`src/sv/pcf_pkg.sv`:
```
// pcf_pkg: shared types, mode codes and coefficient tables for the pixel color filter.
// No dependencies; used by every pcf_* module and by the top level.
package pcf_pkg;

    localparam int unsigned CHAN_W  = 8;
    localparam int unsigned COEF_W  = 17;
    localparam int unsigned OFF_W   = 6;
    localparam int unsigned FRAC_W  = 16;
    localparam int unsigned PROD_W  = CHAN_W + COEF_W;
    localparam int unsigned ACC_W   = PROD_W + 1;
    localparam int unsigned LUMA_W  = CHAN_W + FRAC_W;
    localparam int unsigned LPROD_W = LUMA_W + COEF_W;

    localparam logic [COEF_W-1:0] LUMA_R_F = 17'd13107;
    localparam logic [COEF_W-1:0] LUMA_G_F = 17'd78643;
    localparam logic [COEF_W-1:0] LUMA_B_F = 17'd19661;

    typedef enum logic [2:0] {
        MODE_NONE   = 3'd0,
        MODE_INVERT = 3'd1,
        MODE_SEPIA  = 3'd2,
        MODE_CYAN   = 3'd3,
        MODE_PURPLE = 3'd4,
        MODE_LUMA   = 3'd5
    } t_mode;

    typedef struct packed {
        logic [7:0] red_in;
        logic [7:0] green_in;
        logic [7:0] blue_in;
        logic [7:0] alpha_in;
    } t_pix_in;

    typedef struct packed {
        logic [7:0] red_out;
        logic [7:0] green_out;
        logic [7:0] blue_out;
        logic [7:0] alpha_out;
    } t_pix_out;

    // index 3*channel + source, channel/source order r, g, b
    typedef struct packed {
        logic [8:0][COEF_W-1:0] w;
        logic [2:0][OFF_W-1:0]  off;
    } t_coef;

    typedef struct packed {
        logic use_direct;
        logic luma;
    } t_ctl;

    typedef struct packed {
        t_ctl                   ctl;
        logic [2:0][CHAN_W-1:0] direct;
        logic [CHAN_W-1:0]      alpha;
    } t_side;

    typedef struct packed {
        t_side                  side;
        logic [8:0][PROD_W-1:0] prod;
        logic [2:0][OFF_W-1:0]  off;
    } t_prod;

    typedef struct packed {
        t_side                 side;
        logic [2:0][ACC_W-1:0] acc;
    } t_acc;

    function automatic t_coef coef_of(input logic [2:0] mode);
        t_coef c;
        c = '0;
        case (mode)
            MODE_SEPIA: begin
                c.w[0] = 17'd25756; c.w[1] = 17'd50397; c.w[2] = 17'd12386;
                c.w[3] = 17'd22872; c.w[4] = 17'd44958; c.w[5] = 17'd11010;
                c.w[6] = 17'd17826; c.w[7] = 17'd34996; c.w[8] = 17'd8585;
            end
            MODE_CYAN: begin
                c.w[0] = 17'd72090;
                c.w[4] = 17'd58982; c.w[5] = 17'd13107;
                c.w[8] = 17'd78643;
                c.off[0] = 6'd20; c.off[2] = 6'd30;
            end
            MODE_PURPLE: begin
                c.w[0] = 17'd65536; c.w[2] = 17'd19661;
                c.w[4] = 17'd39322;
                c.w[6] = 17'd13107; c.w[8] = 17'd72090;
                c.off[0] = 6'd20; c.off[2] = 6'd40;
            end
            MODE_LUMA: begin
                c.w[0] = 17'd19595; c.w[1] = 17'd38470; c.w[2] = 17'd7471;
            end
            default: begin
                c = '0;
            end
        endcase
        return c;
    endfunction

endpackage

```
`src/sv/pcf_front.sv`:
```
// pcf_front: mode decode and input register (stage 1), channel products (stage 2).
// Depends on pcf_pkg.
module pcf_front (
    input  logic             i_clk,
    input  logic             i_rst_n,
    input  logic             i_valid,
    output logic             o_stall,
    input  pcf_pkg::t_pix_in i_pixel,
    input  logic [2:0]       i_mode,
    output logic             o_valid,
    input  logic             i_stall,
    output pcf_pkg::t_prod   o_prod
);

    logic                 r_v1;
    logic                 r_v2;
    logic [2:0][7:0]      r_rgb;
    pcf_pkg::t_coef       r_coef;
    pcf_pkg::t_side       r_side1;
    pcf_pkg::t_prod       r_prod;

    logic                 w_stall1;
    logic                 w_stall2;
    logic                 w_pass;
    logic                 w_inv;
    pcf_pkg::t_side       n_side1;
    pcf_pkg::t_prod       n_prod;

    assign w_stall2 = r_v2 & i_stall;
    assign w_stall1 = r_v1 & w_stall2;
    assign o_stall  = w_stall1;

    always_comb begin
        w_inv  = (i_mode == pcf_pkg::MODE_INVERT);
        w_pass = (i_pixel.alpha_in == 8'd0) ||
                 !((i_mode == pcf_pkg::MODE_INVERT) || (i_mode == pcf_pkg::MODE_SEPIA) ||
                   (i_mode == pcf_pkg::MODE_CYAN) || (i_mode == pcf_pkg::MODE_PURPLE) ||
                   (i_mode == pcf_pkg::MODE_LUMA));
        n_side1.ctl.use_direct = w_pass | w_inv;
        n_side1.ctl.luma       = !w_pass && (i_mode == pcf_pkg::MODE_LUMA);
        n_side1.alpha          = i_pixel.alpha_in;
        if (w_pass) begin
            n_side1.direct = {i_pixel.blue_in, i_pixel.green_in, i_pixel.red_in};
        end else begin
            n_side1.direct = ~{i_pixel.blue_in, i_pixel.green_in, i_pixel.red_in};
        end
    end

    always_comb begin
        n_prod.side = r_side1;
        n_prod.off  = r_coef.off;
        for (int k = 0; k < 9; k++) begin
            n_prod.prod[k] = {{pcf_pkg::COEF_W{1'b0}}, r_rgb[k % 3]} *
                             {{pcf_pkg::CHAN_W{1'b0}}, r_coef.w[k]};
        end
    end

    always_ff @(posedge i_clk) begin
        if (!i_rst_n) begin
            r_v1 <= 1'b0;
            r_v2 <= 1'b0;
        end else begin
            if (!w_stall1) begin
                r_v1 <= i_valid;
            end
            if (!w_stall2) begin
                r_v2 <= r_v1;
            end
        end
    end

    always_ff @(posedge i_clk) begin
        if (!w_stall1 && i_valid) begin
            r_rgb   <= {i_pixel.blue_in, i_pixel.green_in, i_pixel.red_in};
            r_coef  <= pcf_pkg::coef_of(i_mode);
            r_side1 <= n_side1;
        end
        if (!w_stall2 && r_v1) begin
            r_prod <= n_prod;
        end
    end

    assign o_valid = r_v2;
    assign o_prod  = r_prod;

endmodule

```
`src/sv/pcf_accum.sv`:
```
// pcf_accum: stage 3, per-channel sum of products plus offset.
// Depends on pcf_pkg.
module pcf_accum (
    input  logic           i_clk,
    input  logic           i_rst_n,
    input  logic           i_valid,
    output logic           o_stall,
    input  pcf_pkg::t_prod i_prod,
    output logic           o_valid,
    input  logic           i_stall,
    output pcf_pkg::t_acc  o_acc
);

    logic          r_v;
    pcf_pkg::t_acc r_acc;
    pcf_pkg::t_acc n_acc;
    logic          w_stall;

    assign w_stall = r_v & i_stall;
    assign o_stall = w_stall;

    always_comb begin
        n_acc.side = i_prod.side;
        for (int c = 0; c < 3; c++) begin
            n_acc.acc[c] = pcf_pkg::ACC_W'(i_prod.prod[3*c])
                         + pcf_pkg::ACC_W'(i_prod.prod[3*c+1])
                         + pcf_pkg::ACC_W'(i_prod.prod[3*c+2])
                         + pcf_pkg::ACC_W'({i_prod.off[c], {pcf_pkg::FRAC_W{1'b0}}});
        end
    end

    always_ff @(posedge i_clk) begin
        if (!i_rst_n) begin
            r_v <= 1'b0;
        end else if (!w_stall) begin
            r_v <= i_valid;
        end
    end

    always_ff @(posedge i_clk) begin
        if (!w_stall && i_valid) begin
            r_acc <= n_acc;
        end
    end

    assign o_valid = r_v;
    assign o_acc   = r_acc;

endmodule

```
`src/sv/pcf_scale.sv`:
```
// pcf_scale: stage 4 saturation and luma scaling products, stage 5 output select.
// Depends on pcf_pkg.
module pcf_scale (
    input  logic              i_clk,
    input  logic              i_rst_n,
    input  logic              i_valid,
    output logic              o_stall,
    input  pcf_pkg::t_acc     i_acc,
    output logic              o_valid,
    input  logic              i_stall,
    output pcf_pkg::t_pix_out o_pixel
);

    logic                              r_v4;
    logic                              r_v5;
    pcf_pkg::t_side                    r_side4;
    logic [2:0][7:0]                   r_sat;
    logic [2:0][pcf_pkg::LPROD_W-1:0]  r_lp;
    pcf_pkg::t_pix_out                 r_pix;

    logic                              w_stall4;
    logic                              w_stall5;
    logic [2:0][7:0]                   n_sat;
    logic [2:0][pcf_pkg::LPROD_W-1:0]  n_lp;
    logic [2:0][pcf_pkg::COEF_W-1:0]   w_fac;
    logic [pcf_pkg::LUMA_W-1:0]        w_luma;
    logic [2:0][7:0]                   w_lout;
    logic [2:0][7:0]                   w_rgb;
    pcf_pkg::t_pix_out                 n_pix;

    assign w_stall5 = r_v5 & i_stall;
    assign w_stall4 = r_v4 & w_stall5;
    assign o_stall  = w_stall4;

    assign w_fac  = {pcf_pkg::LUMA_B_F, pcf_pkg::LUMA_G_F, pcf_pkg::LUMA_R_F};
    assign w_luma = i_acc.acc[0][pcf_pkg::LUMA_W-1:0];

    always_comb begin
        for (int c = 0; c < 3; c++) begin
            if (i_acc.acc[c][pcf_pkg::ACC_W-1:pcf_pkg::FRAC_W+8] != '0) begin
                n_sat[c] = 8'hFF;
            end else begin
                n_sat[c] = i_acc.acc[c][pcf_pkg::FRAC_W+7:pcf_pkg::FRAC_W];
            end
            n_lp[c] = {{pcf_pkg::COEF_W{1'b0}}, w_luma} *
                      {{pcf_pkg::LUMA_W{1'b0}}, w_fac[c]};
        end
    end

    always_comb begin
        w_lout[0] = r_lp[0][39:32];
        w_lout[1] = r_lp[1][40] ? 8'hFF : r_lp[1][39:32];
        w_lout[2] = r_lp[2][39:32];
        if (r_side4.ctl.use_direct) begin
            w_rgb = r_side4.direct;
        end else if (r_side4.ctl.luma) begin
            w_rgb = w_lout;
        end else begin
            w_rgb = r_sat;
        end
        n_pix.red_out   = w_rgb[0];
        n_pix.green_out = w_rgb[1];
        n_pix.blue_out  = w_rgb[2];
        n_pix.alpha_out = r_side4.alpha;
    end

    always_ff @(posedge i_clk) begin
        if (!i_rst_n) begin
            r_v4 <= 1'b0;
            r_v5 <= 1'b0;
        end else begin
            if (!w_stall4) begin
                r_v4 <= i_valid;
            end
            if (!w_stall5) begin
                r_v5 <= r_v4;
            end
        end
    end

    always_ff @(posedge i_clk) begin
        if (!w_stall4 && i_valid) begin
            r_side4 <= i_acc.side;
            r_sat   <= n_sat;
            r_lp    <= n_lp;
        end
        if (!w_stall5 && r_v4) begin
            r_pix <= n_pix;
        end
    end

    assign o_valid = r_v5;
    assign o_pixel = r_pix;

endmodule

```
`src/sv/pixel_color_filter_unit.sv`:
```
// Pixel color filter, one RGBA pixel per clock in and out unless stalled, five register stages:
// mode decode, channel products, sums, saturation/luma scaling, output select.
// o_valid rises as an accepted transaction reaches the last stage register; with i_stall low the
// block takes one transaction every cycle, and a stall only backs up into stages that hold
// data, so bubbles are squeezed out. The mode register is sampled as a pixel enters the
// first stage. Pixels with zero alpha, and modes 0, 6 and 7, pass through unchanged.
// Depends on pcf_pkg, pcf_front, pcf_accum, pcf_scale.
module pixel_color_filter_unit (
    input  logic              i_clk,
    input  logic              i_rst_n,
    input  logic              i_cfg_we,
    input  logic [2:0]        i_cfg_data,
    input  logic              i_valid,
    output logic              o_stall,
    input  pcf_pkg::t_pix_in  i_pixel,
    output logic              o_valid,
    input  logic              i_stall,
    output pcf_pkg::t_pix_out o_pixel
);

    logic [2:0]     r_filter_mode;
    logic           w_v2;
    logic           w_s2;
    pcf_pkg::t_prod w_prod;
    logic           w_v3;
    logic           w_s3;
    pcf_pkg::t_acc  w_acc;

    always_ff @(posedge i_clk) begin
        if (!i_rst_n) begin
            r_filter_mode <= pcf_pkg::MODE_NONE;
        end else if (i_cfg_we) begin
            r_filter_mode <= i_cfg_data;
        end
    end

    pcf_front u_front (
        .i_clk   (i_clk),
        .i_rst_n (i_rst_n),
        .i_valid (i_valid),
        .o_stall (o_stall),
        .i_pixel (i_pixel),
        .i_mode  (r_filter_mode),
        .o_valid (w_v2),
        .i_stall (w_s2),
        .o_prod  (w_prod)
    );

    pcf_accum u_accum (
        .i_clk   (i_clk),
        .i_rst_n (i_rst_n),
        .i_valid (w_v2),
        .o_stall (w_s2),
        .i_prod  (w_prod),
        .o_valid (w_v3),
        .i_stall (w_s3),
        .o_acc   (w_acc)
    );

    pcf_scale u_scale (
        .i_clk   (i_clk),
        .i_rst_n (i_rst_n),
        .i_valid (w_v3),
        .o_stall (w_s3),
        .i_acc   (w_acc),
        .o_valid (o_valid),
        .i_stall (i_stall),
        .o_pixel (o_pixel)
    );

endmodule

```
`config.mk`:
```
export PLATFORM = sky130hd
export DESIGN_NAME = pixel_color_filter_unit
export DESIGN_NICKNAME = d
export VERILOG_FILES = /design/src/sv/pcf_pkg.sv /design/src/sv/pcf_front.sv /design/src/sv/pcf_accum.sv /design/src/sv/pcf_scale.sv /design/src/sv/pixel_color_filter_unit.sv
export SDC_FILE = /design/constraint.sdc
export NUM_CORES = 2
export LEC_CHECK = 0
export ABC_AREA = 1
export BUFFER_PORTS_ARGS = -buffer_cell sky130_fd_sc_hd__buf_2
export CAP_MARGIN = 20
export CORE_MARGIN = 5
export CORE_UTILIZATION = 60
export CTS_CLUSTER_SIZE = 20
export DETAILED_ROUTE_END_ITERATION = 7
export PLACE_DENSITY_LB_ADDON = 0.05
export SLEW_MARGIN = 0
export SYNTH_ARGS = -nofsm -noshare
export SYNTH_HDL_FRONTEND = slang
export SYNTH_SLANG_ARGS = --single-unit
```
`constraint.sdc`:
```
create_clock -name i_clk -period 12.7 [get_ports i_clk]
set_input_delay 1.905 -clock i_clk [delete_from_list [all_inputs] [get_ports i_clk]]
set_output_delay 1.905 -clock i_clk [all_outputs]
set_load 0.01 [all_outputs]
```
== After elaboration in Yosys (flattened, before gate mapping) ==
Cells that the tools add are included.
Cells by class
  equality and inequality tests: 5
  bitwise operators: 7
  mux-type cells: 15
  divide/modulo/power cells: 0
  multiply operators: 12
  magnitude comparators: 0
  shift-type cells: 0
  add/subtract/negate cells: 8
  reduce and logical (&&, ||, !) cells: 23
Operators by type and width (count)
  $mul 8x17->25: 9
  $add 25x25->26: 3
  $add 26x25->26: 3
  $mux 24: 3
  $pmux 17 s4: 1
  $add 26x22->26: 2
  $pmux 17 s3: 1
  $pmux 16 s3: 1
  $pmux 15 s3: 1
  $mul 24x17->41 const B: 1
  $mul 24x15->39 const B: 1
  $mul 24x14->38 const B: 1
  $pmux 16 s2: 1
  $pmux 15 s2: 1
  $pmux 14 s2: 1
  $not 24->24: 1
  $mux 16: 1
  $mux 15: 1
  $pmux 6 s2: 1
  $logic_not 8->1: 1
  $mux 8: 1
  $logic_not 1->1: 7
  $eq 3x2->1 const B: 2
  $eq 3x3->1 const B: 2
  8 further kinds: 23
Word-level totals
  memories kept: 0
  output and inout port bits: 34
  flip-flop bits (word level): 822
  logic and storage cells: 138
  input port bits: 40
  RAM bits: 0
  ROM bits: 0
  latch bits: 0

== Longest topological paths before layout ==
  word-level depth: 9
  gate-level depth with buffers: 26
  gate-level depth less buffers: 26

== Cells and area by module ==
Synthesis repeated with hierarchy kept, for this count alone.
Unflattened totals
  cell total of the unflattened synthesis: 8886
  area, all modules: 73115.1 um2
By module, submodules not included
  pcf_front: area each 40251.1 um2, instances 1, cells an instance 4871, sequential area each 10430.0 um2
  pcf_scale: area each 20379.5 um2, instances 1, cells an instance 2322, sequential area each 3403.3 um2
  pcf_accum: area each 12368.1 um2, instances 1, cells an instance 1675, sequential area each 3383.2 um2
  pixel_color_filter_unit: area each 116.4 um2, instances 1, cells an instance 18, sequential area each 60.1 um2

== Worst setup path after synthesis ==
Ideal clock, no wire load.
  kind: input-to-reg
  start: in i_stall
  end: reg u_front.r_prod, in the netlist u_front.o_prod[100] (enable)
  setup slack: -0.977 ns
  cell stages on the path: 7
  data arrival time: 12.801 ns
  path buffers: 0
  library setup time: 0.876 ns
  required time: 11.824 ns
  cells stage by stage: nand2_1 -> nor2_1 -> inv_1 -> nor2_1 -> inv_1 -> nor2_1 -> nor2_1
Between the ends
  cells in the longest elaborated chain, start to end: 6
RTL lines
  start: declaration: RTL line pixel_color_filter_unit.sv:17  | input logic i_stall,
  $and 1x1->1: RTL line pcf_scale.sv:31  | assign w_stall5 = r_v5 & i_stall;
  $and 1x1->1: RTL line pcf_scale.sv:32  | assign w_stall4 = r_v4 & w_stall5;
  $and 1x1->1: RTL line pcf_accum.sv:19  | assign w_stall = r_v & i_stall;
  $and 1x1->1: RTL line pcf_front.sv:29  | assign w_stall2 = r_v2 & i_stall;
  $logic_not 1->1
  $logic_and 1x1->1: RTL line pcf_front.sv:78  | if (!w_stall2 && r_v1) begin
  end signal: assignment: RTL line pcf_front.sv:79  | r_prod <= n_prod;
  end: declaration: RTL line pcf_front.sv:20  | pcf_pkg::t_prod r_prod;
Every way passes these cells.
A chain may end at the register's enable or synchronous reset.

==> results.tsv <==
metric	value	unit
Syn-to-layout area delta	6.19	%
synth top area cells	edfxtp_1 (25%), fa_1 (25%), ha_1 (19%), inv_1 (10%), nand2_1 (6.3%)	
Sink Count	545	
Hold Violations, Final	0	
commonest cells in the synthesized netlist	inv_1 (1747), nand2_1 (1102), ha_1 (1001), fa_1 (800), edfxtp_1 (537)	
Starting Density	0.602	
TNS Setup	0	ns
Yosys warnings	0	
initial DRC count	3496	
Via density	5.54	
Startpoint Class	flip-flop	
RR Startpoint	u_accum.o_acc[17]$_DFFE_PP_	
most frequent cell after synthesis	inv_1	
Worst Tran Pin Value	1.08	ns
Reg area	16300	um^2
post-CTS resize count	0	
Top FF cell, synth	edfxtp_1	
DR pass1 iterations	5	
clk_skew	0.0301	ns
# IOs	74	
Reg2Reg Depth	19	
CTS Root Cell	clkbuf_16	
Post-synth ARST share	0	
first-pass GRT wire length	280	mm
Reg clk slew, reported paths	0.06	ns
reg2reg end	u_scale.r_lp[117]$_DFFE_PP_	
Hold Crit Class	reg2reg	
Max Fclk	164	MHz
final worst path period share	0.479	
port bufs	73	
cells after synthesis	6920	
WL final	180	mm
Post-CTS Setup Inserts	0	
GRT Overall Usage	0.317	
Syn Nets	8761	
WHS Endpoint	u_scale.r_side4[23]$_DFFE_PP_	
status	completed	
Netlist Area Pre-Place	65300	um^2
Nets	8834	
DRC errors left	0	
post-synth top area cell	edfxtp_1	
kind of critical path	reg2reg	
Bufs on Longest Clock Path	3	
CP Capture Type	flip-flop	
Worst Path Max Fanout	10	
H-Tree Depth	2	
worst hold slack	0.413	ns
CTS tree	done	
total congestion overflow	0	
chip width	340	um
Die H	340	um
CORE AREA	108000	um^2
critical path arrival	6.50	ns
vias in the first global route	48900	
Min-Delay Path Depth	0	
largest net degree at the start of global routing	79	
mean area per synthesized cell	9.43	um^2
flop2flop setup slack	6.61	ns
WL per Instance	21.3	um
Post-DRT Antenna Nets	0	
DP Wirelength	154	mm
RSZ-0062 raised after global routing	false	
detailed-route via count	46900	
Site Rows	121	
final setup fails	0	
max-slew violations	0	
FF+latch count, synth	545	
Post-Layout Cell Count	8460	
synth unique cells	58	
RePlAce Congestion	0.971	
register area share after synthesis	0.250	
max_cap viols	0	
cts bufs inserted	61	
Yosys top cell area share	0.247	
fraction of layout cells with a size suffix above 1	0.0331	
hold wc startpoint	u_accum.o_acc[101]$_DFFE_PP_	
antenna violations before repair	3	
EDFF count, synth	537	
Worst slew margin	0.279	
Multi-input gate area	42100	um^2
hold_buf cts	0	
placed insts	8344	
Util after Layout	0.639	
filler cell count	9169	
die area	115000	um^2
Worst EP required	13.12	ns
clock latency at the later pin of the worst-skew pair	0.69	ns
fin crit period	6.09	ns
[final cells by class]
cell class / instances / area share
diodes: 1 / 0.0000361
multi-input cells: 4546 / 0.608
well taps: 1414 / 0.0255
clock inverters: 47 / 0.00733
flip-flops and latches: 545 / 0.235
repair buffers: 87 / 0.00679
clock buffers: 68 / 0.0227
inverters: 1752 / 0.0949
[worst max-delay path: stages, from the launching register on]
cell and delay (ns):
edfxtp_1 0.75, ha_1 0.50, inv_1 0.26, fa_1 0.56
inv_1 0.06, fa_1 0.61, inv_1 0.10, fa_1 0.52
fa_1 0.44, fa_1 0.49, inv_1 0.04, ha_1 0.31
nand2_1 0.08, nor2_1 0.18, inv_1 0.10, or3_1 0.32
a21oi_1 0.23, nor2_1 0.09, nand3_1 0.08, nand2_1 0.10
[cells in the final DEF (no fill, tap or decap), drive strengths merged, types with 7 or more instances in the layout]
cell type  Yosys  final
nand3        155    155
bufinv         0      8
nand2       1103   1103
xor2         157    157
nor3          60     60
clkinv         0     28
a21oi        363    363
a21boi        18     18
a31oi         31     31
o21a          10     10
inv         1752   1761
nand4         34     34
buf            5     87
dfxtp          8      8
o211ai        12     12
fa           800    800
a211oi        14     14
ha          1001   1001
clkbuf        72     68
xnor2         92     92
edfxtp       537    537
nor2         357    357
a21o          58     58
or2            7      7
o21bai        27     27
o21ai        181    181
nor4          30     30
[cell families (layout without fill, tap and decap cells)]
family,count (synthesis),in the layout,share of synthesized area
flops,545,545,0.250
simple gates,1759,1759,0.109
buf+inv,1829,1954,0.106
compound gates,737,737,0.0648
xor+xnor,249,249,0.0334
fa+ha+maj,1801,1801,0.437
other cells,0,1,0
[per-layer routing]
layer,vias up,part of all wire,GRT usage
met3,329,0.055,0.0364
li1,22000,-,-
met4,2,0.046,0.123
met5,-,0.000094,0
met1,23200,0.44,0.443
met2,1405,0.46,0.514
[metrics by stage]
| stage | worst slack (ns) | area, um^2 |
|---|---|---|
| 2_1_floorplan | 3.42 | 65300 |
| 3_3_place_gp | 6.77 | 67200 |
| 3_5_place_dp | 6.75 | 67200 |
| 4_1_cts | 6.70 | 69300 |
| 5_1_grt | 6.32 | 69300 |
| 6_report | 6.61 | 69300 |
[how the worst max path moves through the flow]
stage | from | cells after the start | end | slack, ns
after detailed placement | u_accum.o_acc[8]$_DFFE_PP_ | 21 | u_scale.r_lp[37]$_DFFE_PP_ | 6.75
after global placement | u_accum.o_acc[8]$_DFFE_PP_ | 21 | u_scale.r_lp[37]$_DFFE_PP_ | 6.77
after floorplan | i_stall | 7 | u_front.o_prod[100]$_DFFE_PP_ | 3.42
after CTS | u_accum.o_acc[17]$_DFFE_PP_ | 19 | u_scale.r_lp[117]$_DFFE_PP_ | 6.70
final | u_accum.o_acc[17]$_DFFE_PP_ | 19 | u_scale.r_lp[117]$_DFFE_PP_ | 6.61
after global routing | u_accum.o_acc[7]$_DFFE_PP_ | 21 | u_scale.r_lp[37]$_DFFE_PP_ | 6.32
[flip-flops by register name, indices dropped and copies added (netlist names)]
signal	cells
u_scale.o_pixel	32
r_filter_mode	3
u_scale.r_v4	1
u_front.r_rgb	24
u_scale.r_lp	22
u_scale.r_side4	26
u_scale.o_valid	1
u_scale.r_sat	24
u_front.o_prod	253
u_accum.o_acc	80
u_front.r_v1	1
u_front.r_coef	30
u_front.n_prod	38
u_front.o_valid	1
u_scale.n_pix	8
u_accum.o_valid	1
Power is not shown: default switching activity piles up to over one toggle a cycle in this logic, so the estimate is an artifact.
